$ cat config.mk
export PLATFORM = sky130hd
export DESIGN_NAME = lbs_merge
export DESIGN_NICKNAME = d
export VERILOG_FILES = /design/src/rtl/linear_blend_vertex_skinning_assert.svh /design/src/rtl/lbs_pkg.sv /design/src/rtl/lbs_merge.sv
export SDC_FILE = /design/constraint.sdc
export NUM_CORES = 1
export LEC_CHECK = 0
export ABC_CLOCK_PERIOD_IN_PS = 7900
export BUFFER_PORTS_ARGS = -buffer_cell sky130_fd_sc_hd__buf_2
export CAP_MARGIN = 20
export CORE_AREA = 2 2 340 342
export DETAILED_ROUTE_END_ITERATION = 8
export DIE_AREA = 0 0 342 344
export GPL_ROUTABILITY_DRIVEN = 0
export PLACE_DENSITY_LB_ADDON = 0.05
export SLEW_MARGIN = 20
export SYNTH_ARGS = -nofsm -noshare
export SYNTH_HDL_FRONTEND = slang
export SYNTH_SLANG_ARGS = --single-unit
$ cat constraint.sdc
create_clock -name clock -period 7.9 [get_ports clock]
set_input_delay 1.185 -clock clock [delete_from_list [all_inputs] [get_ports clock]]
set_output_delay 1.185 -clock clock [all_outputs]
set_load 0.03 [all_outputs]
$ cat src/rtl/linear_blend_vertex_skinning_assert.svh
// assertion macros for the skinning block
`ifndef LINEAR_BLEND_VERTEX_SKINNING_ASSERT_SVH
`define LINEAR_BLEND_VERTEX_SKINNING_ASSERT_SVH

// implication checked on every edge outside reset
`define LBS_ASSERT_IMP(label, clk, rst, pre, post) \
   label: assert property (@(posedge clk) disable iff (rst) (pre) |-> (post)) \
      else $error("assertion failed");

// next-cycle implication checked outside reset
`define LBS_ASSERT_NEXT(label, clk, rst, pre, post) \
   label: assert property (@(posedge clk) disable iff (rst) (pre) |=> (post)) \
      else $error("assertion failed");

`endif

$ cat src/rtl/lbs_pkg.sv
`default_nettype none
package lbs_pkg;
   localparam int MaxBones   = 64;
   localparam int FracBits   = 16;
   localparam int WeightFrac = 15;
   localparam int BoneWords  = 12;
   localparam int BoneIdxW   = 6;
   localparam int RowWords   = 4;
   localparam int Lanes      = 4;
   localparam int TW         = 46;
   localparam int AccW       = 64;
   localparam int Latency    = 4;

   typedef enum logic {
      OP_WRITE = 1'b0,
      OP_SKIN  = 1'b1
   } op_type;

   typedef logic signed [31:0] word_type;
   typedef word_type row_type [RowWords];
   typedef logic signed [TW-1:0] t_type;

   // three sums of one lane, one per row
   typedef struct packed {
      logic signed [AccW-1:0] x;
      logic signed [AccW-1:0] y;
      logic signed [AccW-1:0] z;
   } lane_sum_type;

   function automatic logic signed [TW-1:0] sat_t(input logic signed [65:0] v);
      if (v > 66'sd35184372088831) return {1'b0, {(TW-1){1'b1}}};
      if (v < -66'sd35184372088832) return {1'b1, {(TW-1){1'b0}}};
      return v[TW-1:0];
   endfunction
endpackage
`default_nettype wire

$ cat src/rtl/lbs_merge.sv
`default_nettype none
// adds the four lane sums, shifts out the weight fraction and saturates
module lbs_merge (
   input  wire logic                    clock,
   input  lbs_pkg::lane_sum_type        lane_sum [lbs_pkg::Lanes],
   output logic signed [31:0]           out_x,
   output logic signed [31:0]           out_y,
   output logic signed [31:0]           out_z
);
   import lbs_pkg::*;

   function automatic logic signed [31:0] fin(input logic signed [AccW-1:0] a);
      logic signed [AccW-1:0] s;
      s = a >>> WeightFrac;
      if (s > 64'sd2147483647) return 32'h7fffffff;
      if (s < -64'sd2147483648) return 32'h80000000;
      return s[31:0];
   endfunction

   logic signed [AccW-1:0] ax_in, ay_in, az_in;

   always_comb begin
      ax_in = '0; ay_in = '0; az_in = '0;
      for (int k = 0; k < Lanes; k++) begin
         ax_in = ax_in + lane_sum[k].x;
         ay_in = ay_in + lane_sum[k].y;
         az_in = az_in + lane_sum[k].z;
      end
   end

   always_ff @(posedge clock) begin
      out_x <= fin(ax_in);
      out_y <= fin(ay_in);
      out_z <= fin(az_in);
   end
endmodule
`default_nettype wire

Word level (Yosys, flattened, before mapping)
Index checks and enable logic that the tools add are counted.
{"block": "op_classes", "bitwise": 0, "n_mux": 21, "n_eq_ne": 0, "n_reduce_logical": 0, "n_div": 0, "magnitude_cmp": 6, "n_shift": 0, "addsub": 9, "multipliers": 0}
{"operator": "64-bit adder", "n": 9}
{"operator": "32-bit 2-to-1 mux", "n": 12}
{"operator": "49-bit by 32-bit greater-than comparator with 1-bit output, second input constant", "n": 3}
{"operator": "49-bit by 32-bit < comparator with 1-bit output, second input constant", "n": 3}
{"operator": "1-bit 2-to-1 mux", "n": 9}
{"block": "totals", "ramBits": 0, "input_bits": 769, "n_memories": 0, "mem_bits_ro": 0, "regBits": 96, "latchBits": 0}

Depth between registers and ports, before layout
Gate-level depths: netlist of the first run.
{"block": "depth", "ltp_word": 8, "ltp_mapped": 18, "depth_no_buf": 16}

Least setup slack after synthesis of the first run
Ideal clock, no wire load.
{"block": "synth_timing", "path_kind": "input port to flip-flop", "from": "input lane_sum[41] (netlist name)", "to": "register out_z[1]", "arrival_time_ns": 5.672, "path_stages": 17, "slack_ns": 2.169, "path_buffers": 1, "required_ns": 7.841, "setup_time_ns": 0.059, "cell_sequence": "inv_1 > fa_1 > fa_1 > inv_1 > ha_1 > a21oi_2 > o21ai_1 > a221o_1 > a221o_1 > nor3_4 > o21bai_1 > xnor2_1 > or4_1 > or4b_1 > o31ai_2 > buf_6 > a21o_1"}
{"block": "synth_via", "elab_chain_cells": 6, "elab_cells_between_ends": 9, "classes_between": "1 x add/sub; 2 x order compare; 6 x mux"}
{"element": "from (decl)", "line_no": "lbs_merge.sv:5", "rtl": "input lbs_pkg::lane_sum_type lane_sum [lbs_pkg::Lanes],"}
{"element": "64-bit adder (*)", "line_no": "lbs_merge.sv:27", "rtl": "az_in = az_in + lane_sum[k].z;"}
{"element": "49-bit by 32-bit < comparator with 1-bit output", "line_no": "lbs_merge.sv:16", "rtl": "if (s < -64'sd2147483648) return 32'h80000000;"}
{"element": "1-bit 2-to-1 mux (2 in a row)", "line_no": "lbs_merge.sv:16"}
{"element": "32-bit 2-to-1 mux", "line_no": "lbs_merge.sv:17", "rtl": "return s[31:0];"}
{"element": "32-bit 2-to-1 mux (*)", "line_no": "lbs_merge.sv:16"}
{"element": "to (signal assigned)", "line_no": "lbs_merge.sv:34", "rtl": "out_z <= fin(az_in);"}
{"element": "to (decl)", "line_no": "lbs_merge.sv:8", "rtl": "output logic signed [31:0] out_z"}
Every way passes the cells marked *; elsewhere a longest branch is shown, timed or not. The select of a mux whose other input is x is not followed.

Final worst setup path of the first run
{"block": "layout_timing", "from": "input lane_sum[67] (netlist name)", "to": "register out_y[6]"}
{"block": "layout_via", "elab_chain_cells": 6, "elab_cells_between_ends": 9, "classes_between": "1 x add/sub; 2 x order compare; 6 x mux"}
{"element": "64-bit adder (*)", "line_no": "lbs_merge.sv:26", "rtl": "ay_in = ay_in + lane_sum[k].y;"}
{"element": "49-bit by 32-bit < comparator with 1-bit output", "line_no": "lbs_merge.sv:16"}
{"element": "1-bit 2-to-1 mux (2 in a row)", "line_no": "lbs_merge.sv:16"}
{"element": "32-bit 2-to-1 mux", "line_no": "lbs_merge.sv:17"}
{"element": "32-bit 2-to-1 mux (*)", "line_no": "lbs_merge.sv:16"}
{"element": "to (signal assigned)", "line_no": "lbs_merge.sv:33", "rtl": "out_y <= fin(ay_in);"}
{"element": "to (decl)", "line_no": "lbs_merge.sv:7", "rtl": "output logic signed [31:0] out_y,"}
Marked as above.

==> results of run 1 <==
worst min path at each step:
stage,start,endpoint,slack (ps),cells past startpoint
3_3_place_gp,out_y[14],out_y[14],1630,1
2_1_floorplan,lane_sum[191],out_x[31],1530,3
3_5_place_dp,out_z[26],out_z[26],1630,1
4_1_cts,lane_sum[191],out_x[31],1430,4
5_1_grt,lane_sum[191],out_x[31],1470,4
6_report,lane_sum[127],out_y[31],1470,5
cell usage in the layout (no fill, tap or decap), types with 7 or more instances in the layout:
master and instances:
nand3_1 44, a31oi_1 19, xnor2_1 84, a311oi_1 10, nor2b_1 10, mux2i_1 7, clkbuf_16 9, a221oi_1 14
o31ai_1 11, o211ai_1 17, a21oi_1 231, nand4_1 61, nand2_1 209, nand2b_1 12, o21ai_1 60, o21bai_1 32
dfxtp_1 96, fa_1 375, nor2_1 144, buf_4 9, nor4_1 13, and3_1 19, or3_1 11, or4_1 7
o21ai_0 153, and2_1 12, and4_1 11, buf_2 864, o21a_1 8, inv_1 947, a21o_1 70, a211oi_1 24
ha_1 183, nor3_1 52, a41oi_1 7, a21boi_0 7, xor2_1 54
stage by stage:
stage	cells	utilization [%]	cell area, um2	hold WS (ps)
final	5531	27.2	31000	1470
after floorplan	3211	-	24800	1530
after CTS	5526	27.2	30900	1430
after global placement	5510	26.9	30600	1630
after global routing	5527	27.2	30900	1470
after detailed placement	5510	26.9	30600	1630
layout make-up:
class,count,share of cell area [%]
Sequential cell,96,6.21
Tap cell,1512,6.11
Clock buffer,9,0.727
Antenna cell,5,0.0404
Multi-Input combinational cell,2082,61.0
Clock inverter,7,0.242
Timing Repair Buffer,873,14.2
Inverter,947,11.5
state kept, by name, indices dropped and copies added, names as in the netlist:
register  count
out_x        32
out_y        32
out_z        32
critical path, delay by kind of cell:
family / cells / cell delay [ps]
buffers and inverters: 4 / 570
AO/OA/AOI/OAI: 7 / 2100
XOR/XNOR: 1 / 140
adder cells (fa/ha/maj): 3 / 1560
AND/OR/NAND/NOR: 3 / 1150
routing by layer:
layer	up-vias	GRT usage, %	share of wire, %
li1	11777	-	-
met1	11398	21.9	43
met2	642	32.0	50
met3	67	2.71	5.3
met4	18	3.10	1.5
met5	-	0	0.12
cells by family after synthesis:
family	Yosys count
multiplexers	10
flip-flops	96
AND/OR/NAND/NOR	644
AO/OA/AOI/OAI	732
adder cells (fa/ha/maj)	558
XOR/XNOR	138
buffers and inverters	1033
where the power goes:
group / internal, W / leakage, nW / switching [W]
Clock: 0.000224 / 0.143 / 0.000251
Combinational: 0.00244 / 15.7 / 0.00444
Sequential: 0.000765 / 0.808 / 0.000121
Total: 0.00343 / 16.7 / 0.00482
==> impl_metrics.yaml, run 1 <==
outcome:
  status: "complete, no violations"
timing:
  finalSetupTns_ps: 0
  rsz0062_at_grt: "false"
  drv_slew: 0
  hold_violations: 0
  final-setup-viol-count: 0
  maxSlewHeadroom_pct: 32.8
  fin_ws_ps: 1440
  fin_crit_ps: 6460
  tightestPinTransition_ps: 1000
  fmax_ghz: 0.155
  finalCritPeriodShare_pct: 81.7
floorplan:
  die-height_um: 344
  die_area_um2: 118000
  rows: 124
  initial_utilization_pct: 21.7
  die_x_um: 342
  pin_count: 865
  coreArea_um2: 114000
synthesis:
  synth_adder_area_share_pct: 39.6
  synth_compound_area_share_pct: 18.4
  synth.area.top_cells: "fa_1, inv_1, ha_1"
  seq_area_frac_synth_pct: 7.76
  netlist_instances: 3211
  synth_edf_count: 0
  synth-simple-area-share_pct: 12.8
  synth_cell_types: 95
  synth_top_cell_by_area: "fa_1"
  netlist_area_um2: 24800
  synth_top_family_by_area: "adder cells"
  ys_warn_count: 0
  synth.most_common_cell: "inv_1"
  yosysTopAreaCellShare_pct: 30.3
  synth-seq-cells: 96
  synth_xor_area_share_pct: 4.88
  synth_common_cells: "inv_1, fa_1, a21oi_1"
  synth_flop_cell: "dfxtp_1"
  synth_nets: 4538
  async_flop_share_pct: 0
  synth.area.mux_share_pct: 0.419
  syn_area_per_cell_um2: 7.71
finish:
  multiInputGateArea_um2: 18900
  fill_cells: 13068
  drive_above_1_share_pct: 23.3
  nNetsFinal: 5336
  regArea_um2: 1920
  area_delta_synth_final_pct: 25.0
global_routing:
  grt.total_usage_pct: 17.5
  grt_pass1_wl_um: 156000
  overflow: 0
  grt_pass1_vias: 25787
  grt_max_degree: 32
  antenna_found_initial: 18
power:
  vdd_drop_max_mv: 0.125
  p_leak_nw: 16.7
  power_w: 0.00824
  power_density_nw_per_um2: 266
routing:
  firstDrtPassIters: 5
  remaining_drc_errors: 0
  vias: 23902
  routed_via_density: 4.32
  wl_per_cell_um: 19.0
  wl_um: 105000
  drtAntennaViolNets: 0
  drt_iter0_drc: 900
place:
  dp_hpwl_um: 96900
  dp_slack_ps: 1070
  port_buffers: 864
clock_tree:
  htreeDepth: 3
  numCtsBuffers: 9
  clkTransAtPathRegs_ps: 80
  cts_resized: 0
  cts_buffer_depth: 2
  cts-root-buf: "clkbuf_16"
  postCtsSetupBuffers: 0
  cts.sinks: 96
  cts_tree: "built"
  hold_buffers: 0
critical_path:
  cp_max_fo: 31
  crit_chain: "buf_2 -> inv_1 -> fa_1 -> inv_1 -> fa_1 -> ha_1 -> o211ai_1 -> nor2_1 -> a311oi_1 -> a21oi_1 -> nor2_1 -> o21ai_0 -> a21boi_0 -> xnor2_1 -> or4_1 -> o41ai_4 -> buf_4 -> o21ai_1"
  end_kind: "flop"
  critPathLaunchType: "primary input"
  crit_end: "out_y[6]"
  critPathKind: "in2reg"
  crit_start: "lane_sum[67]"
  critical_path.slowest_cell: "fa_1"
  worstPathRequired_ps: 8160
  cpPeakStageDelay_ps: 640
  cp.arrival_ps: 6720
run:
  drv_cap: 0
min_path:
  hold_path_class: "in2reg"
Power figures use the tool's default switching activity.
==> run 2, diff against run 1 <==
Settings changed: ABC_CLOCK_PERIOD_IN_PS 7900 to 5740.
Clock period 7.9 ns to 5.74 ns, I/O delays scaled along.
==> impl_metrics.yaml, run 2 (synthesis gave the netlist of run 1 again) <==
outcome:
  status: "complete, no violations"
min_path:
  hold_path_class: "in2reg"
  hold_start: "lane_sum[127]"
global_routing:
  antenna_found_initial: 14
  grt_pass1_vias: 27018
  grt_max_degree: 32
  grt.total_usage_pct: 17.9
  overflow: 0
  grt_pass1_wl_um: 159000
floorplan:
  die_x_um: 342
  coreArea_um2: 114000
  initial_utilization_pct: 21.7
  pin_count: 865
  die_area_um2: 118000
  die-height_um: 344
  rows: 124
critical_path:
  crit_start: "lane_sum[76]"
  critPathLaunchType: "primary input"
  worstPathRequired_ps: 6020
  cp_max_fo: 15
  crit_end: "out_y[6]"
  crit_chain: "buf_2 -> inv_1 -> fa_1 -> inv_1 -> fa_1 -> ha_1 -> buf_4 -> nand4_1 -> or4_1 -> a211o_1 -> a311oi_4 -> o211ai_1 -> a21oi_1 -> a41oi_1 -> a211o_1 -> or4_1 -> o41ai_4 -> buf_4 -> clkbuf_16 -> o21ai_1"
  critical_path.slowest_cell: "or4_1"
  critPathKind: "in2reg"
  end_kind: "flop"
  cp.arrival_ps: 5830
  cpPeakStageDelay_ps: 570
routing:
  drt_iter0_drc: 893
  routed_via_density: 4.23
  remaining_drc_errors: 0
  vias: 25198
  drtAntennaViolNets: 0
  wl_per_cell_um: 18.1
  firstDrtPassIters: 5
  wl_um: 108000
clock_tree:
  numCtsBuffers: 9
  htreeDepth: 3
  cts_tree: "built"
  hold_buffers: 0
  cts_buffer_depth: 2
  clkTransAtPathRegs_ps: 80
  cts.sinks: 96
  cts-root-buf: "clkbuf_16"
finish:
  top_regs: "out_x (32), out_y (32), out_z (32)"
  regArea_um2: 1920
  nNetsFinal: 5761
  final_cell_mix: "inv_1, buf_2, buf_4"
  multiInputGateArea_um2: 19100
  layout_commonest_cell: "inv_1"
  area_delta_synth_final_pct: 39.6
  drive_above_1_share_pct: 31.5
  fill_cells: 12828
  stdcell_count: 5959
power:
  vdd_drop_max_mv: 0.151
  p_leak_nw: 18.8
  power_density_nw_per_um2: 385
timing:
  final-setup-viol-count: 0
  maxSlewHeadroom_pct: 46.1
  fin_crit_ps: 5550
  fmax_ghz: 0.180
  rsz0062_at_grt: "true"
  hold_violations: 0
  drv_slew: 0
  finalCritPeriodShare_pct: 96.8
  tightestPinTransition_ps: 798
  whs_ps: 1140
  fin_ws_ps: 185
  finalSetupTns_ps: 0
run:
  drv_cap: 0
place:
  dp_cells: 5927
  dp_hpwl_um: 99100
  port_buffers: 864
  dp_slack_ps: -626
==> run 2: cell types whose count changed in the layout (fill, tap and decap cells not counted), moves of 4 or more <==
cell      change
nor3_1        -4
o21ai_0       -9
a21oi_2       +7
buf_4       +409
a221oi_1      -4
a21oi_1       -7
buf_12       +13
a221oi_2      +4
o21ai_1       +9
==> run 2: power by group <==
part           leakage (nW)  internal, W  total [W]  switching [W]
logic                  17.9      0.00486     0.0114        0.00659
clock network         0.140     0.000304   0.000646       0.000341
registers             0.808      0.00105    0.00121       0.000152
total                  18.8      0.00622     0.0133        0.00708
==> run 2: repair_timing <==
item                                   4_1_cts  5_1_grt
gates resized for setup                      6       43
setup endpoints to repair                   53       93
pin swaps                                    0       11
endpoints found under the hold margin        0        0
setup buffers                                0        5
gates cloned                                 0        3
==> run 2: area by class of cell <==
cell class / instances / area share, %
Multi-Input combinational cell: 2082 / 55.3
Timing Repair Buffer: 1298 / 22.5
Tap cell: 1512 / 5.47
Clock inverter: 7 / 0.185
Inverter: 947 / 10.3
Antenna cell: 8 / 0.0579
Sequential cell: 96 / 5.56
Clock buffer: 9 / 0.651
==> run 2: how the worst min path moves through the flow <==
stage	cells past startpoint	to
after floorplan	3	out_x[31]
after global placement	1	out_z[21]
after detailed placement	1	out_y[27]
after CTS	5	out_x[31]
after global routing	6	out_y[31]
final	6	out_y[31]
==> run 2: per-layer routing <==
layer | wire (um) | up-vias | share of wire (%) | GRT usage, %
li1 | - | 12631 | - | -
met1 | 46200 | 11854 | 43 | 22.3
met2 | 54100 | 625 | 50 | 32.4
met3 | 4830 | 78 | 4.5 | 2.33
met4 | 2330 | 10 | 2.2 | 4.37
met5 | 67 | - | 0.062 | 0
==> run 2: stage by stage <==
| step | power [W] | cell area (um2) | util [%] |
|---|---|---|---|
| 2_1_floorplan | 0.00767 | 24800 | - |
| 3_3_place_gp | 0.0126 | 33900 | 29.8 |
| 4_1_cts | 0.0133 | 34300 | 30.1 |
| 3_5_place_dp | 0.0126 | 33900 | 29.8 |
| 6_report | 0.0133 | 34600 | 30.4 |
| 5_1_grt | 0.0146 | 34600 | 30.4 |
==> run 2: worst max-delay path, delay by kind of cell <==
kind / cells / cell delay [ps]
AO/OA/AOI/OAI: 8 / 1770
AND/OR/NAND/NOR: 3 / 1130
buffers and inverters: 6 / 690
adder cells (fa/ha/maj): 3 / 1360
==> run 3, diff against run 2 <==
Settings changed: CTS_BUF_LIST from default to sky130_fd_sc_hd__clkbuf_4 sky130_fd_sc_hd__clkbuf_8.
==> impl_metrics.yaml, run 3 (synthesis gave the netlist of run 1 again) <==
clock_tree:
  numCtsBuffers: 9
  cts-root-buf: "clkbuf_8"
  clkTransAtPathRegs_ps: 120
  cts.sinks: 96
  htreeDepth: 3
  cts_tree: "built"
  cts_buffer_depth: 2
finish:
  stdcell_count: 5956
  post-route-util_pct: 30.2
  nNetsFinal: 5758
  layout_commonest_cell: "inv_1"
  top_regs: "out_x (32), out_y (32), out_z (32)"
  final_cell_mix: "inv_1, buf_2, buf_4"
  area_delta_synth_final_pct: 38.9
  postLayoutCellArea_um2: 34400
  drive_above_1_share_pct: 31.2
critical_path:
  cpPeakStageDelay_ps: 570
  worstPathRequired_ps: 6140
  crit_family: "compound AO/OA/AOI/OAI gates"
  critical_path.slowest_cell: "fa_1"
  critPathLaunchType: "primary input"
  cpMostUsedCell: "buf_4"
  crit_chain: "buf_2 -> inv_1 -> fa_1 -> inv_1 -> fa_1 -> ha_4 -> buf_4 -> and3_1 -> and2_0 -> a221oi_2 -> buf_4 -> a21oi_1 -> buf_4 -> or3_4 -> o21a_1 -> o211ai_1 -> nand2_1 -> or4_1 -> o31a_1 -> buf_12 -> o21ai_0 -> buf_4"
  cp.arrival_ps: 5910
  critPathKind: "in2reg"
  end_kind: "flop"
  cp_max_fo: 15
  path_buf_inv: 8
routing:
  remaining_drc_errors: 0
  drtAntennaViolNets: 0
  vias: 25144
  wl_um: 107000
  wl_per_cell_um: 18.0
  drt_iter0_drc: 910
  firstDrtPassIters: 5
  routed_via_density: 4.22
timing:
  hold_violations: 0
  fin_crit_ps: 5510
  rsz0062_at_grt: "true"
  fmax_ghz: 0.181
  maxSlewHeadroom_pct: 47.8
  final-setup-viol-count: 0
  whs_ps: 1080
  finalCritPeriodShare_pct: 96.0
  tightestPinTransition_ps: 772
  drv_slew: 0
global_routing:
  overflow: 0
  grt.total_usage_pct: 17.9
  grt_pass1_vias: 27034
  grt_max_degree: 32
  grt_pass1_wl_um: 159000
  antenna_found_initial: 15
run:
  drv_cap: 0
floorplan:
  die_x_um: 342
  rows: 124
  pin_count: 865
  die_area_um2: 118000
  coreArea_um2: 114000
  die-height_um: 344
  initial_utilization_pct: 21.7
power:
  p_leak_nw: 18.8
  power_density_nw_per_um2: 380
  vdd_drop_max_mv: 0.150
  power_w: 0.0131
place:
  dp_cells: 5927
  placed_cell_area_um2: 33900
  port_buffers: 864
  dp_hpwl_um: 99100
min_path:
  hold_path_class: "in2reg"
outcome:
  status: "complete, no violations"
## run 3: cell types whose count changed in the layout (fill, tap and decap cells not counted), moves of 2 or more
cell / delta
o21ai_0: +2
clkbuf_16: -9
buf_4: -3
clkbuf_8: +9
a21oi_1: +2
a21oi_2: -2
o21ai_1: -2
## run 3: routing by layer
metal | GRT usage (%) | routed length (um) | part of all wire [%]
met5 | 0 | 58 | 0.054
met1 | 22.3 | 46100 | 43
met3 | 2.34 | 4840 | 4.5
met4 | 4.54 | 2330 | 2.2
met2 | 32.4 | 53900 | 50
## run 3: area by class of cell
cell class                 count  area (um2)
clock inverter                 7        63.8
tap                         1512        1890
multi-input combinational   2082       19000
timing repair buffer        1295        7770
clock buffer                   9         124
sequential                    96        1920
antenna                        8        20.0
fill                       12837       79500
inverter                     947        3550
## run 3: final timing paths
path,cells past startpoint,to,from
setup / recovery,22,out_x[1],lane_sum[141]
hold / removal,6,out_y[31],lane_sum[127]
## run 3: timing repair
| action | 4_1_cts | 5_1_grt |
|---|---|---|
| setup buffers | 0 | 3 |
| gates resized for setup | 3 | 32 |
| hold buffers | 0 | 0 |
| gates cloned | 0 | 2 |
| pin swaps | 0 | 7 |
| setup endpoints to repair | 37 | 86 |
## run 3: worst min-delay path, cell delays in order
cell	delay [ps]
buf_2	80
xnor2_1	120
xnor2_1	110
xnor2_1	140
buf_4	150
inv_1	40
## run 3: through the flow
stage / TNS (ps) / setup WS (ps)
after global placement: -45930 / -683
final: 0 / 229
after global routing: -16.6 / -16.6
after floorplan: 0 / 333
after detailed placement: -42180 / -626
after CTS: 0 / 4.70
## run 3: power by group
group	internal (W)	total (W)	switching, W
Clock	0.000167	0.000492	0.000325
Combinational	0.00483	0.0114	0.00654
Sequential	0.00105	0.00120	0.000152
Total	0.00605	0.0131	0.00701
